File: src/rtl/kdw_pkg.sv
// ----------------------------------------------------------------------------
// kdw_pkg
// Shared widths, defaults and event codes for the key debounce and wheel
// decode block.
// ----------------------------------------------------------------------------
package kdw_pkg;

    // Fixed field widths
    localparam int LEVEL_W   = 9;   // key_levels
    localparam int TICKS_W   = 16;  // press_ticks
    localparam int KIND_W    = 2;   // event_kind
    localparam int KEY_IDX_W = 4;   // key_index

    // Parameter defaults
    localparam int DEF_NUM_KEYS    = 9;
    localparam int DEF_COUNT_WIDTH = 16;

    // Reset value of the press threshold register
    localparam logic [TICKS_W-1:0] PRESS_TICKS_RST = 16'd20;

    // Event codes
    typedef enum logic [KIND_W-1:0] {
        EV_KEY_DOWN   = 2'd0,
        EV_KEY_UP     = 2'd1,
        EV_WHEEL_DOWN = 2'd2,
        EV_WHEEL_UP   = 2'd3
    } t_event_kind;

endpackage

File: src/rtl/kdw_ifs.sv
// ----------------------------------------------------------------------------
// kdw_ifs
// Valid/ready channel interfaces: tick input, event output, config write.
// ----------------------------------------------------------------------------

// Tick input channel
interface kdw_in_if;
    logic                        valid;
    logic                        ready;
    logic [kdw_pkg::LEVEL_W-1:0] key_levels;
    logic                        phase_a;
    logic                        phase_b;

    modport source (output valid, output key_levels, output phase_a,
                    output phase_b, input ready);
    modport sink   (input valid, input key_levels, input phase_a,
                    input phase_b, output ready);
endinterface

// Event output channel
interface kdw_out_if;
    logic                          valid;
    logic                          ready;
    logic [kdw_pkg::KIND_W-1:0]    event_kind;
    logic [kdw_pkg::KEY_IDX_W-1:0] key_index;
    logic                          last_event;

    modport source (output valid, output event_kind, output key_index,
                    output last_event, input ready);
    modport sink   (input valid, input event_kind, input key_index,
                    input last_event, output ready);
endinterface

// Config write channel
interface kdw_cfg_if;
    logic                        valid;
    logic                        ready;
    logic [kdw_pkg::TICKS_W-1:0] press_ticks;

    modport source (output valid, output press_ticks, input ready);
    modport sink   (input valid, input press_ticks, output ready);
endinterface

File: src/rtl/key_debounce_and_wheel_decode_top.sv
// ----------------------------------------------------------------------------
// key_debounce_and_wheel_decode_top
// Per-key debouncer with long-press threshold plus quadrature wheel decoder.
// ----------------------------------------------------------------------------
// Usage:
//   i_in   : one transfer per timer tick (key levels, active low, and the two
//            wheel phase pins). Ready is high only between ticks.
//   o_out  : zero to NUM_KEYS+1 event transfers per tick, keys in index order,
//            then the wheel; last_event marks the final event of the tick.
//            A tick with no events produces no transfer.
//   i_cfg  : press_ticks write, always ready; write only while idle.
// Throughput: a sequencer walks the key state memory one entry per cycle
//   while no stall holds it (read into a register, then modified and written
//   back in stage 2), so the tick rate is set by the single memory read port
//   and the key count; a new tick is taken only once the last one is done.
// Pending: an event waits in a pending slot until the next event of the tick
//   or the flush state, so its last flag is known; the final event is moved
//   into the output register in the flush state.
// Stall: when a new event needs the pending slot while the output register
//   is full and not taken, the sequencer freezes; no event is dropped.
// Reset: the key state entries read as idle with a zero counter until first
//   written (per-entry valid bits), wheel history clears to zero and
//   press_ticks returns to 20.
// ----------------------------------------------------------------------------
module key_debounce_and_wheel_decode_top #(
    parameter int NUM_KEYS    = kdw_pkg::DEF_NUM_KEYS,
    parameter int COUNT_WIDTH = kdw_pkg::DEF_COUNT_WIDTH
) (
    input  logic       i_clk,
    input  logic       i_rst_n,
    kdw_in_if.sink     i_in,
    kdw_out_if.source  o_out,
    kdw_cfg_if.sink    i_cfg
);

    localparam int ADDR_W = (NUM_KEYS > 1) ? $clog2(NUM_KEYS) : 1;
    localparam int POS_W  = $clog2(NUM_KEYS + 2);   // holds NUM_KEYS+1
    localparam int ENT_W  = 2 + COUNT_WIDTH;
    localparam int CMP_W  = (COUNT_WIDTH > kdw_pkg::TICKS_W) ? COUNT_WIDTH
                                                             : kdw_pkg::TICKS_W;
    localparam logic [POS_W-1:0] POS_WHEEL = POS_W'(NUM_KEYS);

    typedef enum logic [1:0] {
        PH_IDLE    = 2'd0,
        PH_PRESS   = 2'd1,
        PH_HELD    = 2'd2,
        PH_RELEASE = 2'd3
    } t_key_phase;

    typedef enum logic [1:0] {
        ST_IDLE,
        ST_RUN,
        ST_FLUSH
    } t_seq_state;

    // Key state memory: {phase, counter}
    logic [ENT_W-1:0]    mem [NUM_KEYS];
    logic [NUM_KEYS-1:0] r_ent_vld;
    logic [ENT_W-1:0]    r_rd_data;
    logic                r_rd_vld;

    t_seq_state              r_state;
    logic [POS_W-1:0]        r_s1_pos;
    logic                    r_s2_valid;
    logic [POS_W-1:0]        r_s2_pos;
    logic [NUM_KEYS-1:0]     r_pressed;
    logic                    r_wh_valid;
    kdw_pkg::t_event_kind    r_wh_kind;
    logic                    r_prev_a;
    logic                    r_prev_b;
    logic [kdw_pkg::TICKS_W-1:0] r_press_ticks;

    // Pending event slot and output register
    logic                            r_pend_valid;
    kdw_pkg::t_event_kind            r_pend_kind;
    logic [kdw_pkg::KEY_IDX_W-1:0]   r_pend_idx;
    logic                            r_out_valid;
    kdw_pkg::t_event_kind            r_out_kind;
    logic [kdw_pkg::KEY_IDX_W-1:0]   r_out_idx;
    logic                            r_out_last;

    logic                 in_xfer;
    logic                 out_free;
    logic                 out_load;
    logic                 s1_issue;
    logic                 rd_en;
    logic [ADDR_W-1:0]    s1_addr;
    logic [ADDR_W-1:0]    s2_addr;
    logic                 s2_is_key;
    logic                 stall;
    logic                 advance;
    logic                 wr_en;

    logic [NUM_KEYS+kdw_pkg::LEVEL_W-1:0] lv_pad;
    logic [NUM_KEYS-1:0]  pressed_in;

    t_key_phase           cur_ph;
    logic [COUNT_WIDTH-1:0] cur_cnt;
    logic [COUNT_WIDTH-1:0] cnt_inc;
    t_key_phase           n_ph;
    logic [COUNT_WIDTH-1:0] n_cnt;
    logic                 s2_ev_valid;
    kdw_pkg::t_event_kind s2_ev_kind;
    logic [kdw_pkg::KEY_IDX_W-1:0] s2_ev_idx;
    logic [31:0]          s2_pos32;
    logic                 key_pressed;

    logic                 n_wh_valid;
    kdw_pkg::t_event_kind n_wh_kind;

    // Handshakes
    assign i_in.ready  = (r_state == ST_IDLE);
    assign i_cfg.ready = 1'b1;
    assign in_xfer     = i_in.valid && (r_state == ST_IDLE);
    assign out_free    = !r_out_valid || o_out.ready;

    assign o_out.valid      = r_out_valid;
    assign o_out.event_kind = r_out_kind;
    assign o_out.key_index  = r_out_idx;
    assign o_out.last_event = r_out_last;

    // Keys beyond the level field read as released
    assign lv_pad     = {{NUM_KEYS{1'b1}}, i_in.key_levels};
    assign pressed_in = ~lv_pad[NUM_KEYS-1:0];

    // Wheel decode at tick transfer
    always_comb begin
        n_wh_valid = 1'b0;
        n_wh_kind  = kdw_pkg::EV_WHEEL_DOWN;
        if (i_in.phase_a != i_in.phase_b) begin
            if (r_prev_a && r_prev_b) begin
                n_wh_valid = 1'b1;
                n_wh_kind  = i_in.phase_a ? kdw_pkg::EV_WHEEL_UP
                                          : kdw_pkg::EV_WHEEL_DOWN;
            end else if (!r_prev_a && !r_prev_b) begin
                n_wh_valid = 1'b1;
                n_wh_kind  = i_in.phase_a ? kdw_pkg::EV_WHEEL_DOWN
                                          : kdw_pkg::EV_WHEEL_UP;
            end
        end
    end

    // Stage 1: issue a read for the next position
    assign s1_issue = (r_state == ST_RUN) && (r_s1_pos <= POS_WHEEL);
    assign s1_addr  = r_s1_pos[ADDR_W-1:0];
    assign rd_en    = s1_issue && (r_s1_pos < POS_WHEEL) && !stall;

    // Stage 2: modify the entry that stage 1 read
    assign s2_addr   = r_s2_pos[ADDR_W-1:0];
    assign s2_is_key = (r_s2_pos < POS_WHEEL);
    assign s2_pos32  = 32'(r_s2_pos);
    assign key_pressed = r_pressed[s2_addr];

    always_comb begin
        if (r_rd_vld) begin
            cur_ph  = t_key_phase'(r_rd_data[ENT_W-1 -: 2]);
            cur_cnt = r_rd_data[COUNT_WIDTH-1:0];
        end else begin
            cur_ph  = PH_IDLE;
            cur_cnt = '0;
        end
        cnt_inc = (cur_cnt == {COUNT_WIDTH{1'b1}}) ? cur_cnt
                                                   : cur_cnt + COUNT_WIDTH'(1);
        n_ph        = cur_ph;
        n_cnt       = cnt_inc;
        s2_ev_valid = 1'b0;
        s2_ev_kind  = kdw_pkg::EV_KEY_DOWN;
        s2_ev_idx   = s2_pos32[kdw_pkg::KEY_IDX_W-1:0];
        if (s2_is_key) begin
            unique case (cur_ph)
                PH_IDLE: begin
                    if (key_pressed) begin
                        n_cnt = '0;
                        n_ph  = PH_PRESS;
                    end
                end
                PH_PRESS: begin
                    if (!key_pressed) begin
                        n_ph = PH_IDLE;
                    end else if (CMP_W'(cnt_inc) > CMP_W'(r_press_ticks)) begin
                        s2_ev_valid = 1'b1;
                        s2_ev_kind  = kdw_pkg::EV_KEY_DOWN;
                        n_cnt       = '0;
                        n_ph        = PH_HELD;
                    end
                end
                PH_HELD: begin
                    if (!key_pressed) begin
                        n_ph = PH_RELEASE;
                    end
                end
                PH_RELEASE: begin
                    s2_ev_valid = 1'b1;
                    s2_ev_kind  = kdw_pkg::EV_KEY_UP;
                    n_ph        = PH_IDLE;
                end
            endcase
        end else begin
            // wheel step
            s2_ev_valid = r_wh_valid;
            s2_ev_kind  = r_wh_kind;
            s2_ev_idx   = '0;
        end
    end

    // A new event needs the pending slot emptied into a free output register
    assign stall   = (r_state == ST_RUN) && r_s2_valid && s2_ev_valid
                     && r_pend_valid && !out_free;
    assign advance = (r_state == ST_RUN) && !stall;
    assign wr_en   = advance && r_s2_valid && s2_is_key;

    // Output register loads from the pending slot
    assign out_load = (advance && r_s2_valid && s2_ev_valid && r_pend_valid)
                      || ((r_state == ST_FLUSH) && r_pend_valid && out_free);

    // Key state memory, read and write ports
    always_ff @(posedge i_clk) begin
        if (wr_en) begin
            mem[s2_addr] <= {logic'(n_ph[1]), logic'(n_ph[0]), n_cnt};
        end
        if (rd_en) begin
            r_rd_data <= mem[s1_addr];
        end
    end

    // Sequencer, wheel history, config and output register
    always_ff @(posedge i_clk) begin
        if (!i_rst_n) begin
            r_state       <= ST_IDLE;
            r_ent_vld     <= '0;
            r_rd_vld      <= 1'b0;
            r_s1_pos      <= '0;
            r_s2_valid    <= 1'b0;
            r_s2_pos      <= '0;
            r_wh_valid    <= 1'b0;
            r_prev_a      <= 1'b0;
            r_prev_b      <= 1'b0;
            r_press_ticks <= kdw_pkg::PRESS_TICKS_RST;
            r_pend_valid  <= 1'b0;
            r_out_valid   <= 1'b0;
        end else begin
            if (i_cfg.valid) begin
                r_press_ticks <= i_cfg.press_ticks;
            end
            if (out_load) begin
                r_out_valid <= 1'b1;
            end else if (o_out.ready) begin
                r_out_valid <= 1'b0;
            end
            if (rd_en) begin
                r_rd_vld <= r_ent_vld[s1_addr];
            end
            if (wr_en) begin
                r_ent_vld[s2_addr] <= 1'b1;
            end

            unique case (r_state)
                ST_IDLE: begin
                    if (in_xfer) begin
                        r_pressed  <= pressed_in;
                        r_wh_valid <= n_wh_valid;
                        r_wh_kind  <= n_wh_kind;
                        r_prev_a   <= i_in.phase_a;
                        r_prev_b   <= i_in.phase_b;
                        r_s1_pos   <= '0;
                        r_s2_valid <= 1'b0;
                        r_state    <= ST_RUN;
                    end
                end
                ST_RUN: begin
                    if (advance) begin
                        // stage 2 retires, event goes through the pending slot
                        if (r_s2_valid && s2_ev_valid) begin
                            if (r_pend_valid) begin
                                r_out_kind  <= r_pend_kind;
                                r_out_idx   <= r_pend_idx;
                                r_out_last  <= 1'b0;
                            end
                            r_pend_valid <= 1'b1;
                            r_pend_kind  <= s2_ev_kind;
                            r_pend_idx   <= s2_ev_idx;
                        end
                        // stage 1 moves into stage 2
                        r_s2_valid <= s1_issue;
                        r_s2_pos   <= r_s1_pos;
                        if (s1_issue) begin
                            r_s1_pos <= r_s1_pos + POS_W'(1);
                        end
                        if (r_s2_valid && !s2_is_key) begin
                            r_state <= ST_FLUSH;
                        end
                    end
                end
                ST_FLUSH: begin
                    if (!r_pend_valid) begin
                        r_state <= ST_IDLE;
                    end else if (out_free) begin
                        r_out_kind   <= r_pend_kind;
                        r_out_idx    <= r_pend_idx;
                        r_out_last   <= 1'b1;
                        r_pend_valid <= 1'b0;
                        r_state      <= ST_IDLE;
                    end
                end
                default: begin
                    r_state <= ST_IDLE;
                end
            endcase
        end
    end

endmodule

File: src/flat_wrapper.sv
// flat-port wrapper written by rule: the top's interface ports become plain ports
module key_debounce_and_wheel_decode_top_flat 
#(
    parameter int NUM_KEYS    = kdw_pkg::DEF_NUM_KEYS,
    parameter int COUNT_WIDTH = kdw_pkg::DEF_COUNT_WIDTH
)
  (i_clk, i_rst_n, i_in_valid, i_in_key_levels, i_in_phase_a, i_in_phase_b, i_in_ready, o_out_valid, o_out_event_kind, o_out_key_index, o_out_last_event, o_out_ready, i_cfg_valid, i_cfg_press_ticks, i_cfg_ready);
  kdw_in_if i_in_i ();
  kdw_out_if o_out_i ();
  kdw_cfg_if i_cfg_i ();
  input  logic i_clk;
  input  logic i_rst_n;
  input wire logic [$bits(i_in_i.valid)-1:0] i_in_valid;
  input wire logic [$bits(i_in_i.key_levels)-1:0] i_in_key_levels;
  input wire logic [$bits(i_in_i.phase_a)-1:0] i_in_phase_a;
  input wire logic [$bits(i_in_i.phase_b)-1:0] i_in_phase_b;
  output wire logic [$bits(i_in_i.ready)-1:0] i_in_ready;
  output wire logic [$bits(o_out_i.valid)-1:0] o_out_valid;
  output wire logic [$bits(o_out_i.event_kind)-1:0] o_out_event_kind;
  output wire logic [$bits(o_out_i.key_index)-1:0] o_out_key_index;
  output wire logic [$bits(o_out_i.last_event)-1:0] o_out_last_event;
  input wire logic [$bits(o_out_i.ready)-1:0] o_out_ready;
  input wire logic [$bits(i_cfg_i.valid)-1:0] i_cfg_valid;
  input wire logic [$bits(i_cfg_i.press_ticks)-1:0] i_cfg_press_ticks;
  output wire logic [$bits(i_cfg_i.ready)-1:0] i_cfg_ready;
  assign i_in_i.valid = i_in_valid;
  assign i_in_i.key_levels = i_in_key_levels;
  assign i_in_i.phase_a = i_in_phase_a;
  assign i_in_i.phase_b = i_in_phase_b;
  assign i_in_ready = i_in_i.ready;
  assign o_out_valid = o_out_i.valid;
  assign o_out_event_kind = o_out_i.event_kind;
  assign o_out_key_index = o_out_i.key_index;
  assign o_out_last_event = o_out_i.last_event;
  assign o_out_i.ready = o_out_ready;
  assign i_cfg_i.valid = i_cfg_valid;
  assign i_cfg_i.press_ticks = i_cfg_press_ticks;
  assign i_cfg_ready = i_cfg_i.ready;
  key_debounce_and_wheel_decode_top #(.NUM_KEYS(NUM_KEYS), .COUNT_WIDTH(COUNT_WIDTH)) u_core (.i_clk(i_clk), .i_rst_n(i_rst_n), .i_in(i_in_i), .o_out(o_out_i), .i_cfg(i_cfg_i));
endmodule
File: config.mk
export PLATFORM = sky130hd
export DESIGN_NAME = key_debounce_and_wheel_decode_top_flat
export DESIGN_NICKNAME = d
export VERILOG_FILES = /design/src/rtl/kdw_pkg.sv /design/src/rtl/kdw_ifs.sv /design/src/rtl/key_debounce_and_wheel_decode_top.sv /design/src/flat_wrapper.sv
export SDC_FILE = /design/constraint.sdc
export NUM_CORES = 1
export LEC_CHECK = 0
export ABC_AREA = 1
export BUFFER_PORTS_ARGS = -buffer_cell sky130_fd_sc_hd__buf_2
export CORE_MARGIN = 4
export CORE_UTILIZATION = 61
export CTS_CLUSTER_DIAMETER = 80
export DETAILED_ROUTE_END_ITERATION = 10
export GPL_ROUTABILITY_DRIVEN = 1
export PLACE_DENSITY = 0.82
export SKIP_CTS_REPAIR_TIMING = 1
export SLEW_MARGIN = 25
export SYNTH_ARGS = -nofsm -noshare
export SYNTH_HDL_FRONTEND = slang
export SYNTH_SLANG_ARGS = --single-unit
File: constraint.sdc
create_clock -name i_clk -period 7.11 [get_ports i_clk]
set_input_delay 1.0665 -clock i_clk [delete_from_list [all_inputs] [get_ports i_clk]]
set_output_delay 1.0665 -clock i_clk [all_outputs]
set_load 0.02 [all_outputs]
==> qor.yml, run 1 <==
diodes: 0
worstSkewPairLatency_ns: 0.53
layout_setup_ws_ns: 2.07
critical_path_class: "reg -> reg"
power_frac_clock_pct: 40.3
dieArea_um2: 19500
place.gp.congestion: 0.892
synth_top_family_by_area: "simple AND/OR/NAND/NOR gates"
wl_um: 23800
crit_end: "u_core.mem[8][11]"
cts_sinks: 245
grt_setup_unrepaired: "false"
period_needed_ns: 5.04
power_frac_seq_pct: 50.8
drv_slew: 0
fmax_mhz: 199
required_ns: 7.25
hold_class: "reg -> reg"
drcViolationCount: 0
first_global_vias: 7378
synth-xor-area-share_pct: 1.13
place_ws_ns: 2.07
worstRegToRegCells: 28
crit_path_start: "u_core.r_rd_vld"
ioPinCount: 42
intPower_uw: 2430
final_hold_viol_count: 0
ant_nets: 0
finalSetupViolCount: 0
grt_pass1_wl_um: 37700
firstDrtPassIters: 6
dieWidth_um: 140
nets: 1056
avgSynthCellArea_um2: 10.9
max_stage_delay_ns: 0.77
crit_fanout: 22
critPathArrivalTime_ns: 5.18
peakVddDrop_mv: 0.196
worst_path_most_repeated_cell: "nand2_1"
drv_cap: 0
vias: 7440
cts.reportedPaths.clkPinSlew_ns: 0.06
synth_cell_types: 43
comb_power_share_pct: 8.9
worst-r2r-setup-slack_ns: 2.07
numCtsBuffers: 24
cp-start-kind: "flip-flop"
grt_max_degree: 82
ys_ff_latch: 245
p_leak_uw: 0.00452
fin_crit_sh_pct: 70.8
avgViaCountPerCell: 6.00
synth-compound-area-share_pct: 11.3
core_um2: 16800
final_cell_mix: "203 x edfxtp_1, 150 x nor2_1, 130 x nand2_1"
swShare_pct: 23.8
mostFrequentLayoutCell: "edfxtp_1"
cts_tree: "yes"
synth-simple-area-share_pct: 14.2
synth_cells: 972
initial_core_util_pct: 63.0
syn_nets: 1026
fin_area_um2: 11800
switching_power_uw: 760
reg2reg_to: "u_core.mem[8][11]"
placed_area_um2: 11000
setup_tns_ns: 0
dp_hpwl_um: 14100
drtIter0Drc: 826
synthAdderAreaFrac_pct: 2.60
portBuffers: 40
cts-root-buf: "clkbuf_16"
cts_buffer_depth: 3
synth-seq-area-share_pct: 65.5
worst_slew_pin_slew_ns: 1.06
antenna_found_initial: 0
track_usage_pct: 24.1
slew_headroom_pct: 28.8
critPathCaptureType: "flip-flop"
wl_per_cell_um: 19.2
syn_to_final_growth_pct: 11.4
grt-ovfl-total: 0
htreeDepth: 1
p_total_uw: 3190
yosys_warnings: 0
chipHeight_um: 140
synth_mux_area_share_pct: 0
netlist_area_um2: 10600
final_util_pct: 70.2
status: "complete, no violations"
r2r_start: "u_core.r_rd_vld"
crit_slowest_cell: "dfxtp_1"
final_layout_size_suffix_gt1_share_pct: 12.6
power.density_nw_per_um2: 270
rows: 47
fin_worst_skew_ns: 0.0165
[flip-flops by register name, indices dropped and copies added, names as in the netlist]
name and cells:
u_core.mem 162, u_core.o_out.event_kind 2, u_core.o_out.key_index 4, u_core.o_out.last_event 1, u_core.o_out.valid 1, u_core.r_ent_vld 9, u_core.r_pend_idx 4, u_core.r_pend_kind 2
u_core.r_pend_valid 1, u_core.r_press_ticks 16, u_core.r_pressed 9, u_core.r_prev_a 1, u_core.r_prev_b 1, u_core.r_rd_data 18, u_core.r_rd_vld 1, u_core.r_s1_pos 4
u_core.r_s2_pos 4, u_core.r_s2_valid 1, u_core.r_state 2, u_core.r_wh_kind 1, u_core.r_wh_valid 1
[cell families (layout without fill, tap and decap cells)]
family | count (synthesis) | in the layout
simple gates | 347 | 347
flops | 245 | 245
compound gates | 207 | 207
buf+inv | 138 | 185
fa+ha+maj | 22 | 22
xor+xnor | 12 | 12
other cells | 1 | 1
[worst max-delay path: cells and delay by family (launching register included)]
kind            cells  cell delay [ns]
compound gates      2             0.21
xor+xnor            1             0.21
fa+ha+maj           2             0.48
flops               1             0.77
simple gates       19             2.04
buf+inv             4             0.94
[worst min path at each step]
stage,slack (ns),cells past startpoint,from,endpoint
2_1_floorplan,0.40,0,u_core.r_pend_kind[0],u_core.o_out.event_kind[0]
4_1_cts,0.42,0,u_core.r_pend_idx[3],u_core.o_out.key_index[3]
3_3_place_gp,0.40,0,u_core.r_pend_idx[2],u_core.o_out.key_index[2]
6_report,0.42,0,u_core.r_pend_idx[3],u_core.o_out.key_index[3]
3_5_place_dp,0.41,0,u_core.r_pend_idx[3],u_core.o_out.key_index[3]
5_1_grt,0.44,0,u_core.r_pend_idx[3],u_core.o_out.key_index[3]
[through the flow]
step	hold slack, ns	cells
floorplan	0.400	972
global placement	0.401	1196
detailed placement	0.407	1196
CTS	0.423	1239
global route	0.437	1239
finish	0.421	1239
[per-layer routing]
metal	part of all wire, %	track usage (%)	vias up	wire, µm
met5	0	0	-	0
met4	2.6	7.65	0	614
met3	10	4.63	51	2450
met2	48	41.1	424	11500
met1	39	31.5	3522	9240
li1	-	-	3443	-
[area by class of cell]
class | instances | area (µm²)
clock inverters | 13 | 166
inverters | 94 | 354
repair buffers | 48 | 260
well taps | 220 | 275
clock buffers | 30 | 643
flip-flops and latches | 245 | 6940
fillers | 1148 | 5020
multi-input cells | 589 | 3160
[synth_stat cells, drive strengths merged]
cell type | n | area share [%]
a211o | 1 | 0.083
a21oi | 47 | 2.3
a31oi | 1 | 0.059
buf | 9 | 0.64
clkbuf | 35 | 1.2
clkinv | 2 | 0.083
conb | 1 | 0.035
dfxtp | 42 | 7.9
edfxtp | 203 | 58
ha | 22 | 2.6
inv | 92 | 3.3
nand2 | 138 | 5.2
nand3 | 21 | 1.3
nand4 | 13 | 0.97
nor2 | 164 | 6.2
nor3 | 7 | 0.43
nor4 | 2 | 0.12
o211ai | 4 | 0.28
o21a | 1 | 0.071
o21ai | 110 | 5.2
o21bai | 2 | 0.14
o221ai | 32 | 2.6
o22ai | 8 | 0.47
o31ai | 1 | 0.071
or2 | 2 | 0.12
xor2 | 12 | 1.1
[power by group through the flow]
stage / Combinational, µW / Sequential, µW / Clock [µW]
2_1_floorplan: 199 / 1640 / 0
3_3_place_gp: 264 / 1650 / 0
3_5_place_dp: 277 / 1650 / 0
4_1_cts: 281 / 1620 / 1290
5_1_grt: 318 / 1620 / 1350
6_report: 284 / 1620 / 1280
Power figures use the tool's default switching activity.
==> inputs of run 2 (changes only) <==
==> constraint.sdc (replaced) <==
create_clock -name i_clk -period 5.2 [get_ports i_clk]
set_input_delay 0.78 -clock i_clk [delete_from_list [all_inputs] [get_ports i_clk]]
set_output_delay 0.78 -clock i_clk [all_outputs]
set_load 0.02 [all_outputs]
==> run 2 against run 1 <==
Net effect:
- clock power up 37%
- sequential share of layout area fell by 0.18 points
- setup slack got worse by 1.4 ns
- sequential power rose by 36%
- global-route usage shrank 1.4 points
- critical endpoint is now u_core.mem[8][12]
- largest power group unchanged
- highest routed layer unchanged
==> qor.yml, run 2 (synthesis results as in run 1) <==
drtIter0Drc: 792  # -4.1%
hold_depth: 0  # unchanged
cts_tree: "yes"
cts-root-buf: "clkbuf_16"
hp-start: "u_core.r_pend_idx[3]"
p_leak_uw: 0.00457  # +0.98%
worstRegToRegCells: 29  # +3.6%
syn_to_final_growth_pct: 11.8
setup_tns_ns: 0  # unchanged
ioPinCount: 42  # unchanged
vias: 7316  # -1.7%
fmax_mhz: 219  # +11%
place.gp.congestion: 0.854  # -4.2%
antenna_found_initial: 1  # +1
fin_crit_sh_pct: 87.7  # +17 points
period_needed_ns: 4.56  # -0.479 ns
worst_slew_pin_slew_ns: 0.990  # -0.0723 ns
portBuffers: 40  # unchanged
final_layout_size_suffix_gt1_share_pct: 13.3  # +0.74 points
drv_cap: 0  # unchanged
final_cell_mix: "203 x edfxtp_1, 150 x nor2_1, 130 x nand2_1"
numCtsBuffers: 25  # +4.2%
cts.reportedPaths.clkPinSlew_ns: 0.06  # about the same
drcViolationCount: 0  # unchanged
rows: 47  # unchanged
placed_area_um2: 11000  # +0.27%
first_global_vias: 6963  # -5.6%
critPathCaptureType: "flip-flop"
hold_class: "reg -> reg"
worst-path-buf-inv: 5  # +1
max_stage_delay_ns: 0.52  # -0.25 ns
reg2reg_to: "u_core.mem[8][12]"
dieWidth_um: 140  # unchanged
cts_sinks: 245  # unchanged
fin_area_um2: 11800  # +0.33%
worst_hold_path.endpoint: "u_core.o_out.key_index[3]"
track_usage_pct: 22.7  # -1.4 points
power.density_nw_per_um2: 369  # +37%
top_register: "u_core.mem"
htreeDepth: 1  # unchanged
cts_buffer_depth: 3  # unchanged
initial_core_util_pct: 63.0  # unchanged
slew_headroom_pct: 33.7  # +4.9 points
ant_nets: 0  # unchanged
wl_um: 22700  # -4.6%
largest_reg_flops: 162  # unchanged
path_depth: 29  # +3.6%
chipHeight_um: 140  # unchanged
critical_path_class: "reg -> reg"
final_hold_viol_count: 0  # unchanged
required_ns: 5.34  # -1.91 ns
grt-ovfl-total: 0  # unchanged
drv_slew: 0  # unchanged
hold_slack_ns: 0.423  # +0.00116 ns
worst-r2r-setup-slack_ns: 0.64  # -1.43 ns
fin_worst_skew_ns: 0.00927  # -0.00718 ns
mostFrequentLayoutCell: "edfxtp_1"
r2r_start: "u_core.r_rd_vld"
avgViaCountPerCell: 5.85  # -2.6%
reg_top3: "u_core.mem x162, u_core.r_rd_data x18, u_core.r_press_ticks x16"
status: "complete, no violations"
grt_setup_unrepaired: "false"
critPathArrivalTime_ns: 4.70  # -0.48 ns
grt_pass1_wl_um: 35800  # -5.2%
cp-start-kind: "flip-flop"
dieArea_um2: 19500  # unchanged
firstDrtPassIters: 5  # -1
finalSetupViolCount: 0  # unchanged
crit_slowest_cell: "inv_1"
core_um2: 16800  # unchanged
critPathTopFamily: "simple AND/OR/NAND/NOR gates"
peakVddDrop_mv: 0.233  # +19%
grt_max_degree: 82  # unchanged
worst_path_most_repeated_cell: "nand2_1"
dp_hpwl_um: 14000  # -1.0%
worstSkewPairLatency_ns: 0.51  # -0.02 ns
nets: 1065  # +0.85%
crit_fanout: 18  # -18%
wl_per_cell_um: 18.1  # -5.5%
==> run 2: power by group <==
group          switching (µW)  internal (µW)  leakage, µW
logic                     287            107      0.00194
clock network             711           1050     0.000400
registers                24.3           2190      0.00223
total                    1020           3350      0.00457
==> run 2: worst max path at each step <==
stage                     from                 to  slack (ns)
3_5_place_dp   u_core.r_rd_vld  u_core.mem[8][13]        0.63
3_3_place_gp   u_core.r_rd_vld  u_core.mem[8][13]        0.78
4_1_cts        u_core.r_rd_vld   u_core.mem[8][9]        0.62
5_1_grt        u_core.r_rd_vld  u_core.mem[8][15]         0.1
6_report       u_core.r_rd_vld  u_core.mem[8][12]        0.64
2_1_floorplan  u_core.r_rd_vld   u_core.mem[4][0]        0.56
==> run 2: layout make-up <==
class                      count  area, µm²
tap                          220        275
clock inverter                13        149
timing repair buffer          56        320
antenna                        1       2.50
clock buffer                  33        666
fill                        1151       4980
sequential                   245       6940
multi-input combinational    589       3130
inverter                      94        354
==> run 2: routing by layer <==
layer | routed length [µm] | share of wire (%) | track usage [%] | vias to the layer above
met2 | 10900 | 48 | 37.2 | 353
met5 | 0 | 0 | 0 | -
met1 | 9110 | 40 | 31.9 | 3460
met4 | 387 | 1.7 | 5.00 | 0
met3 | 2300 | 10 | 4.67 | 39
li1 | - | - | - | 3464
==> run 2: worst reg2reg max path, delay by kind of cell (launching register included) <==
kind                       cells  cell delay (ns)
DFF                            1             0.39
and+or+nand+nor               19             1.98
buffers and inverters          5             0.95
adders and majority gates      2             0.46
AOI/OAI and AO/OA              2             0.23
xor gates and xnor gates       1             0.18
==> run 2: through the flow <==
step / utilization, % / setup WS, ns / std cells / total power [µW]
6_report: 70.4 / 0.642 / 1251 / 4370
2_1_floorplan: - / 0.557 / 972 / 2520
3_5_place_dp: 65.5 / 0.635 / 1204 / 2640
5_1_grt: 70.4 / 0.0992 / 1250 / 4530
4_1_cts: 70.4 / 0.620 / 1250 / 4380
3_3_place_gp: 65.5 / 0.783 / 1204 / 2620
==> inputs of run 3 (changes only) <==
--- a/config.mk
+++ b/config.mk
@@ -7,11 +7,11 @@
 export LEC_CHECK = 0
 export ABC_AREA = 1
 export BUFFER_PORTS_ARGS = -buffer_cell sky130_fd_sc_hd__buf_2
-export CORE_MARGIN = 4
 export CORE_UTILIZATION = 61
 export CTS_CLUSTER_DIAMETER = 80
 export DETAILED_ROUTE_END_ITERATION = 10
 export GPL_ROUTABILITY_DRIVEN = 1
+export GPL_TIMING_DRIVEN = 0
 export PLACE_DENSITY = 0.82
 export SKIP_CTS_REPAIR_TIMING = 1
 export SLEW_MARGIN = 25
==> run 3 against run 2 <==
Net effect:
- first-iteration DRC count is 8.8% higher
- setup slack got worse by 0.23 ns
- via count up 4.1%
- wire length is 7.7% higher
- critical path depth down 1
- clock power down 7%
- largest cell class unchanged
==> qor.yml, run 3 (synthesis results as in run 1) <==
status: "complete, no violations"
top_usage_layer: "met2"
fin_worst_skew_ns: 0.0141  # +0.00478 ns
critPathArrivalTime_ns: 5.00  # +0.30 ns
antenna_found_initial: 0  # -1
max_stage_delay_ns: 0.38  # -0.14 ns
worst_slew_pin_slew_ns: 0.952  # -0.0385 ns
grt-ovfl-total: 0  # unchanged
cts-root-buf: "clkbuf_16"
cts_buffer_depth: 3  # unchanged
vias: 7615  # +4.1%
dieArea_um2: 17900  # -8.4%
core_um2: 16800  # -0.35%
hold_slack_ns: 0.426  # +0.00384 ns
reg_top3: "u_core.mem x162, u_core.r_rd_data x18, u_core.r_press_ticks x16"
drtIter0Drc: 862  # +8.8%
top_register: "u_core.mem"
placed_area_um2: 11200  # +1.2%
cts_sinks: 245  # unchanged
grt_use_met3_pct: 5.37  # +0.70 points
fin_cells: 1290  # +3.1%
first_global_vias: 7379  # +6.0%
nets: 1105  # +3.8%
power.density_nw_per_um2: 354  # -4.2%
layout_setup_ws_ns: 0.408  # -0.234 ns
grt_setup_unrepaired: "false"
crit_fanout: 11  # -7
finalSetupViolCount: 0  # unchanged
final_hold_viol_count: 0  # unchanged
final_cell_mix: "203 x edfxtp_1, 150 x nor2_1, 130 x nand2_1"
crit_slowest_cell: "dfxtp_2"
peakVddDrop_mv: 0.258  # +11%
fin_crit_sh_pct: 92.2  # +4.5 points
numCtsBuffers: 25  # unchanged
place.gp.congestion: 0.948  # +11%
final_layout_size_suffix_gt1_share_pct: 12.9  # -0.40 points
dieWidth_um: 134  # -4.3%
firstDrtPassIters: 6  # +1
drv_slew: 0  # unchanged
final_util_pct: 72.1  # +1.7 points
ant_nets: 0  # unchanged
hold_class: "reg -> reg"
grt_use_met2_pct: 46.2  # +9.0 points
slew_headroom_pct: 36.3  # +2.5 points
grt_max_degree: 20  # -76%
portBuffers: 40  # unchanged
avgViaCountPerCell: 5.90  # +0.94%
fmax_mhz: 209  # -4.9%
diodes: 0  # -1
grt_pass1_wl_um: 37700  # +5.5%
mostFrequentLayoutCell: "edfxtp_1"
syn_to_final_growth_pct: 14.2
htreeDepth: 1  # unchanged
initial_core_util_pct: 63.2  # +0.22 points
cts_tree: "yes"
rows: 47  # unchanged
dp_hpwl_um: 16200  # +16%
worstSkewPairLatency_ns: 0.52  # about the same
critical_path_class: "reg -> reg"
drv_cap: 0  # unchanged
track_usage_pct: 27.6  # +4.9 points
cts.reportedPaths.clkPinSlew_ns: 0.06  # about the same
p_leak_uw: 0.00462  # +1.1%
required_ns: 5.41  # +0.07 ns
worst_path_most_repeated_cell: "buf_6"
place_ws_ns: 0.131  # -0.504 ns
period_needed_ns: 4.79  # +0.234 ns
wl_um: 24400  # +7.7%
ioPinCount: 42  # unchanged
chipHeight_um: 134  # -4.3%
critPathCaptureType: "flip-flop"
drcViolationCount: 0  # unchanged
fin_area_um2: 12100  # +2.1%
cp-start-kind: "flip-flop"
grt.met1_usage_pct: 35.7  # +3.8 points
wl_per_cell_um: 18.9  # +4.4%
placedCellCount: 1235  # +2.6%
largest_reg_flops: 162  # unchanged
==> run 3: changes by cell type in the layout (fill, tap and decap cells not counted), moves of 5 or more <==
cell / delta
clkbuf_1: +33
buf_4: -12
nor2_4: +7
nor2_2: -7
buf_6: +5
buf_12: +8
==> run 3: layer usage <==
layer	share of wire (%)	vias to the layer above
met2	49	424
met4	2.9	0
met1	38	3581
met5	0	-
li1	-	3546
met3	10	64
==> run 3: critical path, delay by kind of cell (launching register included) <==
family	cells	cell delay, ns
and+or+nand+nor	18	2.14
buffers and inverters	7	1.12
adders and majority gates	2	0.50
DFF	1	0.38
xor gates and xnor gates	1	0.30
==> run 3: area by class of cell <==
type,instances,area [µm²]
fill,1080,4670
timing repair buffer,52,398
buffer,44,199
inverter,94,358
sequential,245,6940
clock buffer,30,644
multi-input combinational,589,3170
tap,220,275
clock inverter,16,109
==> run 3: metrics by stage <==
| stage | total power [µW] | setup TNS, ns |
|---|---|---|
| floorplan | 2520 | 0 |
| global placement | 2640 | -73.39 |
| detailed placement | 2660 | 0 |
| CTS | 4270 | 0 |
| global route | 4410 | 0 |
| finish | 4280 | 0 |
==> run 3: worst paths after layout <==
check                  startpoint                   endpoint  slack (ns)  depth (start not counted)
min          u_core.r_pend_idx[2]  u_core.o_out.key_index[2]        0.43                          0
max               u_core.r_rd_vld           u_core.mem[4][5]        0.41                         28
min reg2reg  u_core.r_pend_idx[2]  u_core.o_out.key_index[2]        0.43                          0
max reg2reg       u_core.r_rd_vld           u_core.mem[4][5]        0.41                         28
==> run 3: power by group <==
part | switching, µW | internal, µW
combinational | 305 | 115
clock | 710 | 934
sequential | 25.0 | 2190
